**src/rtl/motor_fault_qualifier_macros.svh**
```systemverilog
// assertion helpers for the fault qualifier
`ifndef MOTOR_FAULT_QUALIFIER_MACROS_SVH
`define MOTOR_FAULT_QUALIFIER_MACROS_SVH

`ifndef NO_ASSERTIONS

// same-cycle implication, sampled on clk, off during reset
`define MFQ_ASSERT_IMP(lbl, ante, cons, msg) \
  lbl: assert property (@(posedge clk) disable iff (!rst_n) (ante) |-> (cons)) \
    else $error(msg);

// next-cycle implication
`define MFQ_ASSERT_NEXT(lbl, ante, cons, msg) \
  lbl: assert property (@(posedge clk) disable iff (!rst_n) (ante) |=> (cons)) \
    else $error(msg);

`else

`define MFQ_ASSERT_IMP(lbl, ante, cons, msg)
`define MFQ_ASSERT_NEXT(lbl, ante, cons, msg)

`endif

`endif

```
**src/rtl/mfq_pkg.sv**
```systemverilog
`default_nettype none
package mfq_pkg;

  localparam int NUM_BOARDS = 6;
  localparam int ADDR_W     = (NUM_BOARDS > 1) ? $clog2(NUM_BOARDS) : 1;

  localparam int BOARD_W    = 3;
  localparam int CUR_W      = 16;
  localparam int TEMP_W     = 12;
  localparam int CCNT_W     = 8;
  localparam int TCNT_W     = 8;
  localparam int COMM_W     = 17;
  localparam int OCL_W      = 15;
  localparam int CFG_IDX_W  = 3;
  localparam int CFG_DATA_W = 17;

  typedef enum logic [1:0] {
    KIND_NONE    = 2'd0,
    KIND_CURRENT = 2'd1,
    KIND_COMM    = 2'd2,
    KIND_TEMP    = 2'd3
  } kind_t;

  localparam logic [1:0] ACT_NONE = 2'd0;
  localparam logic [1:0] ACT_ZERO = 2'd1;
  localparam logic [1:0] ACT_HOLD = 2'd2;

  localparam logic [CFG_IDX_W-1:0] REG_OC_LIMIT    = 3'd0;
  localparam logic [CFG_IDX_W-1:0] REG_REV_CUTOFF  = 3'd1;
  localparam logic [CFG_IDX_W-1:0] REG_CUR_CNT_LIM = 3'd2;
  localparam logic [CFG_IDX_W-1:0] REG_OT_LIMIT    = 3'd3;
  localparam logic [CFG_IDX_W-1:0] REG_TMP_CNT_LIM = 3'd4;
  localparam logic [CFG_IDX_W-1:0] REG_COM_CNT_LIM = 3'd5;

  // per-board persistence counters, one memory word
  typedef struct packed {
    logic [CCNT_W-1:0] cur;
    logic [COMM_W-1:0] comm;
    logic [TCNT_W-1:0] temp;
  } cnt_t;

  typedef struct packed {
    logic [OCL_W-1:0]         oc_limit;
    logic signed [CUR_W-1:0]  rev_cutoff;
    logic [CCNT_W-1:0]        cur_cnt_lim;
    logic signed [TEMP_W-1:0] ot_limit;
    logic [TCNT_W-1:0]        tmp_cnt_lim;
    logic [COMM_W-1:0]        com_cnt_lim;
  } cfg_t;

  function automatic logic [1:0] action_of(kind_t latch);
    logic [1:0] act;
    unique case (latch)
      KIND_CURRENT, KIND_TEMP: act = ACT_ZERO;
      KIND_COMM:               act = ACT_HOLD;
      default:                 act = ACT_NONE;
    endcase
    return act;
  endfunction

endpackage
`default_nettype wire

```
**src/rtl/mfq_cnt_store.sv**
```systemverilog
`default_nettype none
module mfq_cnt_store (
  input  wire logic                      clk,
  input  wire logic                      rst_n,
  input  wire logic                      rd_en,
  input  wire logic [mfq_pkg::ADDR_W-1:0] rd_addr,
  output mfq_pkg::cnt_t                  rd_data,
  input  wire logic                      wr_en,
  input  wire logic [mfq_pkg::ADDR_W-1:0] wr_addr,
  input  wire mfq_pkg::cnt_t             wr_data
);

  mfq_pkg::cnt_t mem [mfq_pkg::NUM_BOARDS];

  logic [mfq_pkg::NUM_BOARDS-1:0] vld_r;
  mfq_pkg::cnt_t                  rd_q_r;
  logic                           rd_vld_r;
  logic                           fwd_hit_r;
  mfq_pkg::cnt_t                  fwd_data_r;

  always_ff @(posedge clk) begin
    if (wr_en) begin
      mem[wr_addr] <= wr_data;
    end
    if (rd_en) begin
      rd_q_r <= mem[rd_addr];
    end
  end

  // entry valid bits stand in for clearing the counters at reset
  always_ff @(posedge clk) begin
    if (!rst_n) begin
      vld_r     <= '0;
      rd_vld_r  <= 1'b0;
      fwd_hit_r <= 1'b0;
    end else begin
      if (wr_en) begin
        vld_r[wr_addr] <= 1'b1;
      end
      if (rd_en) begin
        rd_vld_r  <= vld_r[rd_addr];
        // a write at the same edge as the read is missed by the array
        fwd_hit_r <= wr_en && (wr_addr == rd_addr);
      end
    end
  end

  always_ff @(posedge clk) begin
    if (rd_en) begin
      fwd_data_r <= wr_data;
    end
  end

  assign rd_data = fwd_hit_r ? fwd_data_r : (rd_vld_r ? rd_q_r : '0);

endmodule
`default_nettype wire

```
**src/rtl/mfq_check.sv**
```systemverilog
`default_nettype none
module mfq_check (
  input  wire mfq_pkg::cnt_t                  cnt_old,
  input  wire mfq_pkg::cfg_t                  cfg,
  input  wire logic signed [mfq_pkg::CUR_W-1:0]  cur,
  input  wire logic signed [mfq_pkg::TEMP_W-1:0] temp,
  input  wire logic                           hb,
  output mfq_pkg::cnt_t                       cnt_new,
  output mfq_pkg::kind_t                      kind
);

  logic                      skip;
  logic [mfq_pkg::CUR_W:0]   mag;
  logic                      cur_bad;
  logic                      hot;
  logic                      cur_fire;
  logic                      comm_fire;
  logic                      temp_fire;

  always_comb begin
    skip = cur < cfg.rev_cutoff;
    // magnitude one bit wider so the most negative value stays exact
    mag  = cur[mfq_pkg::CUR_W-1] ? ((mfq_pkg::CUR_W+1)'(0) - {cur[mfq_pkg::CUR_W-1], cur})
                                 : {1'b0, cur};
    cur_bad = mag > {2'b00, cfg.oc_limit};
    hot     = temp > cfg.ot_limit;

    cnt_new = cnt_old;

    if (!skip) begin
      if (cur_bad) begin
        cnt_new.cur = (cnt_old.cur == '1) ? cnt_old.cur : cnt_old.cur + 1'b1;
      end else begin
        cnt_new.cur = '0;
      end
    end
    cur_fire = !skip && (cnt_new.cur > cfg.cur_cnt_lim);

    if (!cur_fire) begin
      if (hb) begin
        cnt_new.comm = '0;
      end else begin
        cnt_new.comm = (cnt_old.comm == '1) ? cnt_old.comm : cnt_old.comm + 1'b1;
      end
    end
    comm_fire = !cur_fire && (cnt_new.comm > cfg.com_cnt_lim);

    if (!cur_fire && !comm_fire) begin
      if (hot) begin
        cnt_new.temp = (cnt_old.temp == '1) ? cnt_old.temp : cnt_old.temp + 1'b1;
      end else begin
        cnt_new.temp = '0;
      end
    end
    temp_fire = !cur_fire && !comm_fire && (cnt_new.temp > cfg.tmp_cnt_lim);

    priority if (cur_fire) begin
      kind = mfq_pkg::KIND_CURRENT;
    end else if (comm_fire) begin
      kind = mfq_pkg::KIND_COMM;
    end else if (temp_fire) begin
      kind = mfq_pkg::KIND_TEMP;
    end else begin
      kind = mfq_pkg::KIND_NONE;
    end
  end

endmodule
`default_nettype wire

```
**src/rtl/motor_fault_qualifier.sv**
```systemverilog
// Motor fault qualifier: takes one fault check per transaction and returns one
// result per transaction, in order. A check reads the board's persistence
// counters from a small registered-read memory in the cycle it is accepted;
// the compute stage updates them and writes them back as it hands its result to
// the output register. Back-to-back checks of the same board are
// served by forwarding the word being written, so a new check is accepted every
// cycle as long as the result side keeps taking results; the output register
// lets one result wait while the next check is read. Counters read as zero
// after reset without any clearing pass. Configuration writes take effect at
// once and are meant for idle periods only.
`default_nettype none
`include "motor_fault_qualifier_macros.svh"
module motor_fault_qualifier (
  input  wire logic                                clk,
  input  wire logic                                rst_n,
  input  wire logic                                cfg_we,
  input  wire logic [mfq_pkg::CFG_IDX_W-1:0]       cfg_index,
  input  wire logic [mfq_pkg::CFG_DATA_W-1:0]      cfg_wdata,
  input  wire logic                                in_valid,
  output logic                                     in_ready,
  input  wire logic [mfq_pkg::BOARD_W-1:0]         in_board_id,
  input  wire logic signed [mfq_pkg::CUR_W-1:0]    in_motor_current,
  input  wire logic signed [mfq_pkg::TEMP_W-1:0]   in_motor_temp,
  input  wire logic                                in_heartbeat_seen,
  output logic                                     out_valid,
  input  wire logic                                out_ready,
  output logic                                     out_fault,
  output logic [1:0]                               out_fault_kind,
  output logic [1:0]                               out_latched_error,
  output logic [1:0]                               out_recovery_action
);

  mfq_pkg::cfg_t  cfg_r;

  logic                              s1_vld_r;
  logic                              s1_in_range_r;
  logic [mfq_pkg::ADDR_W-1:0]        s1_addr_r;
  logic signed [mfq_pkg::CUR_W-1:0]  s1_cur_r;
  logic signed [mfq_pkg::TEMP_W-1:0] s1_temp_r;
  logic                              s1_hb_r;

  mfq_pkg::kind_t latch_r;
  mfq_pkg::kind_t latch_nxt;
  logic           out_vld_r;

  logic                       in_acc;
  logic                       in_range;
  logic [mfq_pkg::ADDR_W-1:0] in_addr;
  logic                       adv;
  logic                       wr_en;
  mfq_pkg::cnt_t              cnt_old;
  mfq_pkg::cnt_t              cnt_new;
  mfq_pkg::kind_t             kind;
  mfq_pkg::kind_t             kind_eff;

  // configuration registers
  always_ff @(posedge clk) begin
    if (!rst_n) begin
      cfg_r.oc_limit    <= 15'd2500;
      cfg_r.rev_cutoff  <= -16'sd1000;
      cfg_r.cur_cnt_lim <= 8'd60;
      cfg_r.ot_limit    <= 12'sd800;
      cfg_r.tmp_cnt_lim <= 8'd60;
      cfg_r.com_cnt_lim <= 17'd100000;
    end else if (cfg_we) begin
      unique case (cfg_index)
        mfq_pkg::REG_OC_LIMIT:    cfg_r.oc_limit    <= cfg_wdata[mfq_pkg::OCL_W-1:0];
        mfq_pkg::REG_REV_CUTOFF:  cfg_r.rev_cutoff  <= cfg_wdata[mfq_pkg::CUR_W-1:0];
        mfq_pkg::REG_CUR_CNT_LIM: cfg_r.cur_cnt_lim <= cfg_wdata[mfq_pkg::CCNT_W-1:0];
        mfq_pkg::REG_OT_LIMIT:    cfg_r.ot_limit    <= cfg_wdata[mfq_pkg::TEMP_W-1:0];
        mfq_pkg::REG_TMP_CNT_LIM: cfg_r.tmp_cnt_lim <= cfg_wdata[mfq_pkg::TCNT_W-1:0];
        mfq_pkg::REG_COM_CNT_LIM: cfg_r.com_cnt_lim <= cfg_wdata[mfq_pkg::COMM_W-1:0];
        default: ;
      endcase
    end
  end

  assign in_range = (in_board_id != '0) && (int'(in_board_id) <= mfq_pkg::NUM_BOARDS);
  assign in_addr  = mfq_pkg::ADDR_W'(in_board_id - mfq_pkg::BOARD_W'(1));

  assign adv      = s1_vld_r && (!out_vld_r || out_ready);
  assign in_ready = !s1_vld_r || adv;
  assign in_acc   = in_valid && in_ready;
  assign wr_en    = adv && s1_in_range_r;

  mfq_cnt_store u_store (
    .clk     (clk),
    .rst_n   (rst_n),
    .rd_en   (in_acc && in_range),
    .rd_addr (in_addr),
    .rd_data (cnt_old),
    .wr_en   (wr_en),
    .wr_addr (s1_addr_r),
    .wr_data (cnt_new)
  );

  mfq_check u_check (
    .cnt_old (cnt_old),
    .cfg     (cfg_r),
    .cur     (s1_cur_r),
    .temp    (s1_temp_r),
    .hb      (s1_hb_r),
    .cnt_new (cnt_new),
    .kind    (kind)
  );

  assign kind_eff  = s1_in_range_r ? kind : mfq_pkg::KIND_NONE;
  assign latch_nxt = (kind_eff != mfq_pkg::KIND_NONE) ? kind_eff : latch_r;

  always_ff @(posedge clk) begin
    if (!rst_n) begin
      s1_vld_r  <= 1'b0;
      out_vld_r <= 1'b0;
      latch_r   <= mfq_pkg::KIND_NONE;
    end else begin
      if (in_acc) begin
        s1_vld_r <= 1'b1;
      end else if (adv) begin
        s1_vld_r <= 1'b0;
      end
      if (adv) begin
        out_vld_r <= 1'b1;
        latch_r   <= latch_nxt;
      end else if (out_ready) begin
        out_vld_r <= 1'b0;
      end
    end
  end

  // payload of the compute stage and the output register
  always_ff @(posedge clk) begin
    if (in_acc) begin
      s1_in_range_r <= in_range;
      s1_addr_r     <= in_addr;
      s1_cur_r      <= in_motor_current;
      s1_temp_r     <= in_motor_temp;
      s1_hb_r       <= in_heartbeat_seen;
    end
    if (adv) begin
      out_fault           <= kind_eff != mfq_pkg::KIND_NONE;
      out_fault_kind      <= kind_eff;
      out_latched_error   <= latch_nxt;
      out_recovery_action <= mfq_pkg::action_of(latch_nxt);
    end
  end

  assign out_valid = out_vld_r;

  `MFQ_ASSERT_IMP(a_stall_needs_item, !in_ready, s1_vld_r, "input stalled with empty stage")
  `MFQ_ASSERT_IMP(a_fault_matches_kind, out_vld_r,
    out_fault == (out_fault_kind != mfq_pkg::KIND_NONE), "fault flag disagrees with kind")
  `MFQ_ASSERT_NEXT(a_latch_follows_fault, adv && (kind_eff != mfq_pkg::KIND_NONE),
    latch_r == $past(kind_eff), "error latch missed a fault")
  `MFQ_ASSERT_NEXT(a_no_write_out_of_range, adv && !s1_in_range_r,
    latch_r == $past(latch_r), "latch changed on an out-of-range board")

endmodule
`default_nettype wire
```
**config.mk**
```make
export PLATFORM = sky130hd
export DESIGN_NAME = motor_fault_qualifier
export DESIGN_NICKNAME = d
export VERILOG_FILES = /design/src/rtl/mfq_pkg.sv /design/src/rtl/mfq_cnt_store.sv /design/src/rtl/mfq_check.sv /design/src/rtl/motor_fault_qualifier.sv
export VERILOG_INCLUDE_DIRS = /design/src /design/src/rtl
export SDC_FILE = /design/constraint.sdc
export NUM_CORES = 1
export LEC_CHECK = 0
export ABC_CLOCK_PERIOD_IN_PS = 13100
export BUFFER_PORTS_ARGS = -buffer_cell sky130_fd_sc_hd__buf_4
export CORE_MARGIN = 5
export CORE_UTILIZATION = 40
export DETAILED_ROUTE_END_ITERATION = 7
export PLACE_DENSITY = 0.59
export SLEW_MARGIN = 20
export SYNTH_ARGS = -nofsm -noshare
export SYNTH_HDL_FRONTEND = slang
export SYNTH_HIERARCHICAL = 1
export SYNTH_SLANG_ARGS = --single-unit
```
**constraint.sdc**
```tcl
create_clock -name clk -period 13.1 [get_ports clk]
set_input_delay 2.62 -clock clk [delete_from_list [all_inputs] [get_ports clk]]
set_output_delay 2.62 -clock clk [all_outputs]
set_load 0.005 [all_outputs]
```
**Word-level counts from Yosys, hierarchy flattened**

Memory sizes are Yosys's and may differ from the RTL's. A register that Yosys moved wholly into a read port is not among the register bits.
Index checks and enable logic that the tools add are counted.

- Logic and storage cells: 111
- Memories kept: 1
- Memory bits (writable): 198
- Register bits after elaboration: 161
- Output and inout bits: 9
- Input bits: 57

Memory list:

| memory | depth | width | rd ports | clocked after Yosys merged registers in | write ports | RTL line | RTL |
|---|---|---|---|---|---|---|---|
| u_store.mem | 6 | 33 | 1 | 1 | 1 | mfq_cnt_store.sv:13 | `mfq_pkg::cnt_t mem [mfq_pkg::NUM_BOARDS];` |

- Bitwise logic cells: 1
- Order comparisons: 10
- Add/subtract/negate cells: 5
- Equality and inequality tests: 12
- Reductions and logical operators: 30
- Multiplexer cells: 28

Operator list:

| kind | count |
|---|---|
| 2-to-1 mux 17 bit | 4 |
| 2-to-1 mux 33 bit | 2 |
| 2-to-1 mux 8 bit | 6 |
| adder 17 x 1 -> 17 bit, second input constant | 1 |
| equality test 17 bit, second input constant | 1 |
| > comparator 17 x 15 -> 1 bit | 1 |
| > comparator 17 bit | 1 |
| subtractor 1 x 16 -> 17 bit, first input constant | 1 |
| adder 8 x 1 -> 8 bit, second input constant | 2 |
| equality test 8 bit, second input constant | 2 |
| > comparator 8 bit | 2 |
| less-than comparator 16 bit | 1 |
| > comparator 12 bit | 1 |
| AND reduction 2 bit | 6 |
| logical AND 1 bit | 11 |
| 2-to-1 mux 2 bit | 5 |
| less-than comparator 3 x 4 -> 1 bit, second input constant | 2 |
| 2-to-1 mux 1 bit | 8 |
| equality test 3 x 2 -> 1 bit, second input constant | 2 |
| equality test 3 bit, second input constant | 2 |
| OR 6 bit | 1 |
| nonzero test 2 bit | 3 |
| zero test 1 bit | 5 |
| equality test 2 bit, second input constant | 2 |
| other kinds (13) | 14 |

**Logic depth before layout (Yosys ltp)**

- Depth after elaboration: 25
- Mapped depth: 43
- Depth with buffers taken out: 41

**Modules after synthesis**

The synthesis kept the hierarchy.

Modules (own cells, without submodules):

| module | cells an instance | times used | area each (um2) | seq. area each (um2) |
|---|---|---|---|---|
| mfq_cnt_store | 497 | 1 | 10164.7 | 8087.8 |
| motor_fault_qualifier | 362 | 1 | 4204.0 | 2772.7 |
| mfq_check | 495 | 1 | 3303.2 | 0.0 |

**Worst setup path after synthesis**

OpenSTA, ideal clock, no wires.

- Path type: input port to flip-flop
- Start: input port out_ready
- End: memory u_store/mem[4][0] (netlist name) (enable)
- Arrival time: 5.897 ns
- Required time: 12.626 ns
- Setup slack: 6.729 ns
- Setup time: 0.474 ns
- Cell stages on the path: 5
- Path buffers: 0
- Path through: nor2b_1 nor2b_1 and2_1 nand2b_1 nor3b_1

- Longest elaborated chain between the ends: 5

Ends and longest elaborated chain:

| item | RTL line | RTL |
|---|---|---|
| start, declared | motor_fault_qualifier.sv:26 | `input wire logic out_ready,` |
| logical OR 1 bit | motor_fault_qualifier.sv:81 | `assign adv = s1_vld_r && (!out_vld_r \|\| out_ready);` |
| logical AND 1 bit | motor_fault_qualifier.sv:81 |  |
| via adv | motor_fault_qualifier.sv:49 | `logic adv;` |
| logical AND 1 bit | motor_fault_qualifier.sv:84 | `assign wr_en = adv && s1_in_range_r;` |
| via wr_en | motor_fault_qualifier.sv:50 | `logic wr_en;` |
| 2-to-1 mux 1 bit | mfq_cnt_store.sv:22 | `if (wr_en) begin` |
| 2-to-1 mux 1 bit (not written as such) | mfq_cnt_store.sv:23 | `mem[wr_addr] <= wr_data;` |
| end, declared | mfq_cnt_store.sv:13 |  |

The timed path passes the listed nets, and every way through them passes these cells.

==> flow_summary.yaml <==
sta:
  skew_ps: 13.8
  setup_viol: 0
  fmax_mhz: 98.1
  hold_violations: 0
  worst_hold_slack_ps: 460
  relSlewSlack_pct: 25.0
  drv_slew: 0
  tns_ps: 0
  setup_slack_ps: 2910
  rsz0062_at_grt: "false"
  tightest_slew_ps: 1120
  period_needed_ps: 10190
  fin_crit_sh_pct: 77.8
clock_tree:
  cts_hold_buf: 0
  path_clk_slew_ps: 60
  cts_max_path_buffers: 3
  post_cts_resized: 0
  clock_latency_ps: 540
  cts.htree.levels: 2
  cts_post_setup_buffers_inserted: 0
  cts_tree: "done"
  numCtsBuffers: 41
  clock_tree.root_cell: "clkbuf_16"
  cts.sinks: 391
floorplanning:
  start_util_pct: 40.2
  rows: 77
  die_w_um: 220
  die-area_um2: 48500
  die_h_um: 220
  ioPinCount: 66
  core_um2: 43900
synth:
  synthSimpleGateAreaFrac_pct: 9.93
  synthMuxAreaShare_pct: 7.72
  synth_warnings: 6
  synth_ff_type: "edfxtp_1"
  syn_nets: 1493
  ys_ff_latch: 391
  synth_edf_count: 303
  syn-mean-instance-area_um2: 13.1
  synthCells: 1354
  async_flop_share_pct: 0
  synth-compound-area-share_pct: 10.1
  synth-xor-area-share_pct: 0.942
  yosys.cell_types.count: 72
  synth_top_family_by_area: "compound AO/OA/AOI/OAI gates"
  synthAdderAreaFrac_pct: 5.81
  syn_area_um2: 17700
  synth_seq_area_share_pct: 61.5
global_routing:
  grt_pass1_vias: 11000
  grt_max_degree: 82
  grt_usage_pct: 16.4
  grt_pass1_wl_um: 62400
  antenna_found_initial: 0
  grt_overflow: 0
status:
  outcome: "complete, no violations"
setup_path:
  worstPathRequired_ps: 13520
  cp-end-kind: "flop"
  cp-start-kind: "flop"
  crit_type: "reg2reg"
  critPathArrivalTime_ps: 10610
  cp_slowest_cell: "a311oi_1"
  cpPeakStageDelay_ps: 780
  cp_max_fo: 16
drt:
  final_antenna_net_count: 0
  drc: 0
  via_per_inst: 5.37
  vias: 10900
  routed_wl_um: 39400
  drt-pass1-iter-count: 5
  wl_per_cell_um: 19.4
  drt_iter0_drc: 701
power_and_ir_drop:
  ir_drop_mv: 0.0857
  pwr_density_cell_nw_per_um2: 138
  p_leak_nw: 7.57
placed_design:
  gp_congestion: 0.864
  dp_slack_ps: 2670
  port_buffers: 65
  placed_cell_area_um2: 18700
  dpl.hpwl_um: 24700
worst_hold_path:
  hp-class: "reg2reg"
run:
  cap_violations: 0
finish:
  final_core_util_pct: 45.7
  fin_area_um2: 20100
  syn_to_final_growth_pct: 13.7
  nets: 1553
  layout-drive-gt1-share_pct: 15.6
  antenna_cells: 0
==> Yosys cell counts, types with 11 or more instances <==
library cell  number  area, um2
mux2i_1           59        591
o21ai_0           66        330
xnor2_1           14        123
buf_2             21        105
clkbuf_1          28        105
nand3_1           60        300
inv_1             89        334
a31oi_1           14       87.6
a22o_1            34        298
nor3_1            11       55.1
a21oi_1           82        410
nand2_1           97        364
edfxtp_1         303       9100
o31ai_1           13       97.6
nor2_1            61        229
nor2b_1           14       87.6
ha_1              82       1030
o21a_1            11       82.6
dfxtp_1           88       1760
nand2b_1          12       75.1
nand4_1           19        119
mux4_2            31        698
==> layer usage <==
| metal | global-route usage (%) | wire [um] | vias up |
|---|---|---|---|
| li1 | - | - | 5245 |
| met1 | 22.5 | 17800 | 5366 |
| met2 | 27.3 | 18900 | 262 |
| met3 | 2.53 | 1760 | 67 |
| met4 | 4.83 | 955 | 0 |
| met5 | 0 | 0 | - |
==> stage by stage <==
stage               std cells  total power [mW]
floorplan                1354              1.57
global placement         1963              1.64
detailed placement       1963              1.64
CTS                      2036              2.81
global route             2036              2.89
finish                   2036              2.78
==> layout make-up <==
type                            instances  area (um2)
Clock buffer                           60        1200
Sequential cell                       391       10900
Tap cell                              592         741
Inverter                               89         337
Multi-Input combinational cell        809        6190
Fill cell                            4041       23800
Timing Repair Buffer                   82         616
Clock inverter                         13         143
==> registers in the layout, indices dropped and copies added, names as in the netlist, 3 cells and up <==
| register | count |
|---|---|
| cfg_r | 76 |
| s1_addr_r | 3 |
| s1_cur_r | 16 |
| s1_temp_r | 12 |
| u_store/fwd_data_r | 33 |
| u_store/mem | 198 |
| u_store/rd_q_r | 33 |
| u_store/vld_r | 6 |
==> final timing paths <==
kind / to / cells after the start / slack, ps / from
max: latch_r[0] / 41 / 2910 / s1_cur_r[2]
min: cfg_r[73] / 2 / 460 / cfg_r[73]
max reg2reg: latch_r[0] / 41 / 2910 / s1_cur_r[2]
min reg2reg: cfg_r[73] / 2 / 460 / cfg_r[73]
==> where the power goes <==
group	internal (mW)	switching, mW	total, mW
logic	0.0833	0.136	0.219
registers	1.38	0.0176	1.40
clock network	0.696	0.462	1.16
==> kinds of logic after synthesis <==
| group | Yosys count |
|---|---|
| multiplexers | 94 |
| flip-flops | 391 |
| buffers and inverters | 154 |
| AO/OA/AOI/OAI | 277 |
| XOR/XNOR | 19 |
| adder cells (fa/ha/maj) | 82 |
| AND/OR/NAND/NOR | 337 |
==> worst max-delay path, delay by kind of cell, from the launching register on <==
| family | cells | cell delay (ps) |
|---|---|---|
| buffers and inverters | 1 | 260 |
| AND/OR/NAND/NOR | 13 | 2500 |
| AO/OA/AOI/OAI | 22 | 5320 |
| flip-flops | 1 | 460 |
| XOR/XNOR | 1 | 120 |
| adder cells (fa/ha/maj) | 4 | 1400 |
==> layout by cell type, fill, tap and decap left out, drive strengths merged, types with 19 or more instances in the layout <==
cell type / count
a21oi: 82
a22o: 34
buf: 82
clkbuf: 60
dfxtp: 88
edfxtp: 303
ha: 82
inv: 89
mux2i: 59
mux4: 33
nand2: 97
nand3: 70
nand4: 19
nor2: 62
o21ai: 78
No activity file was read; power rests on OpenSTA's default activity.
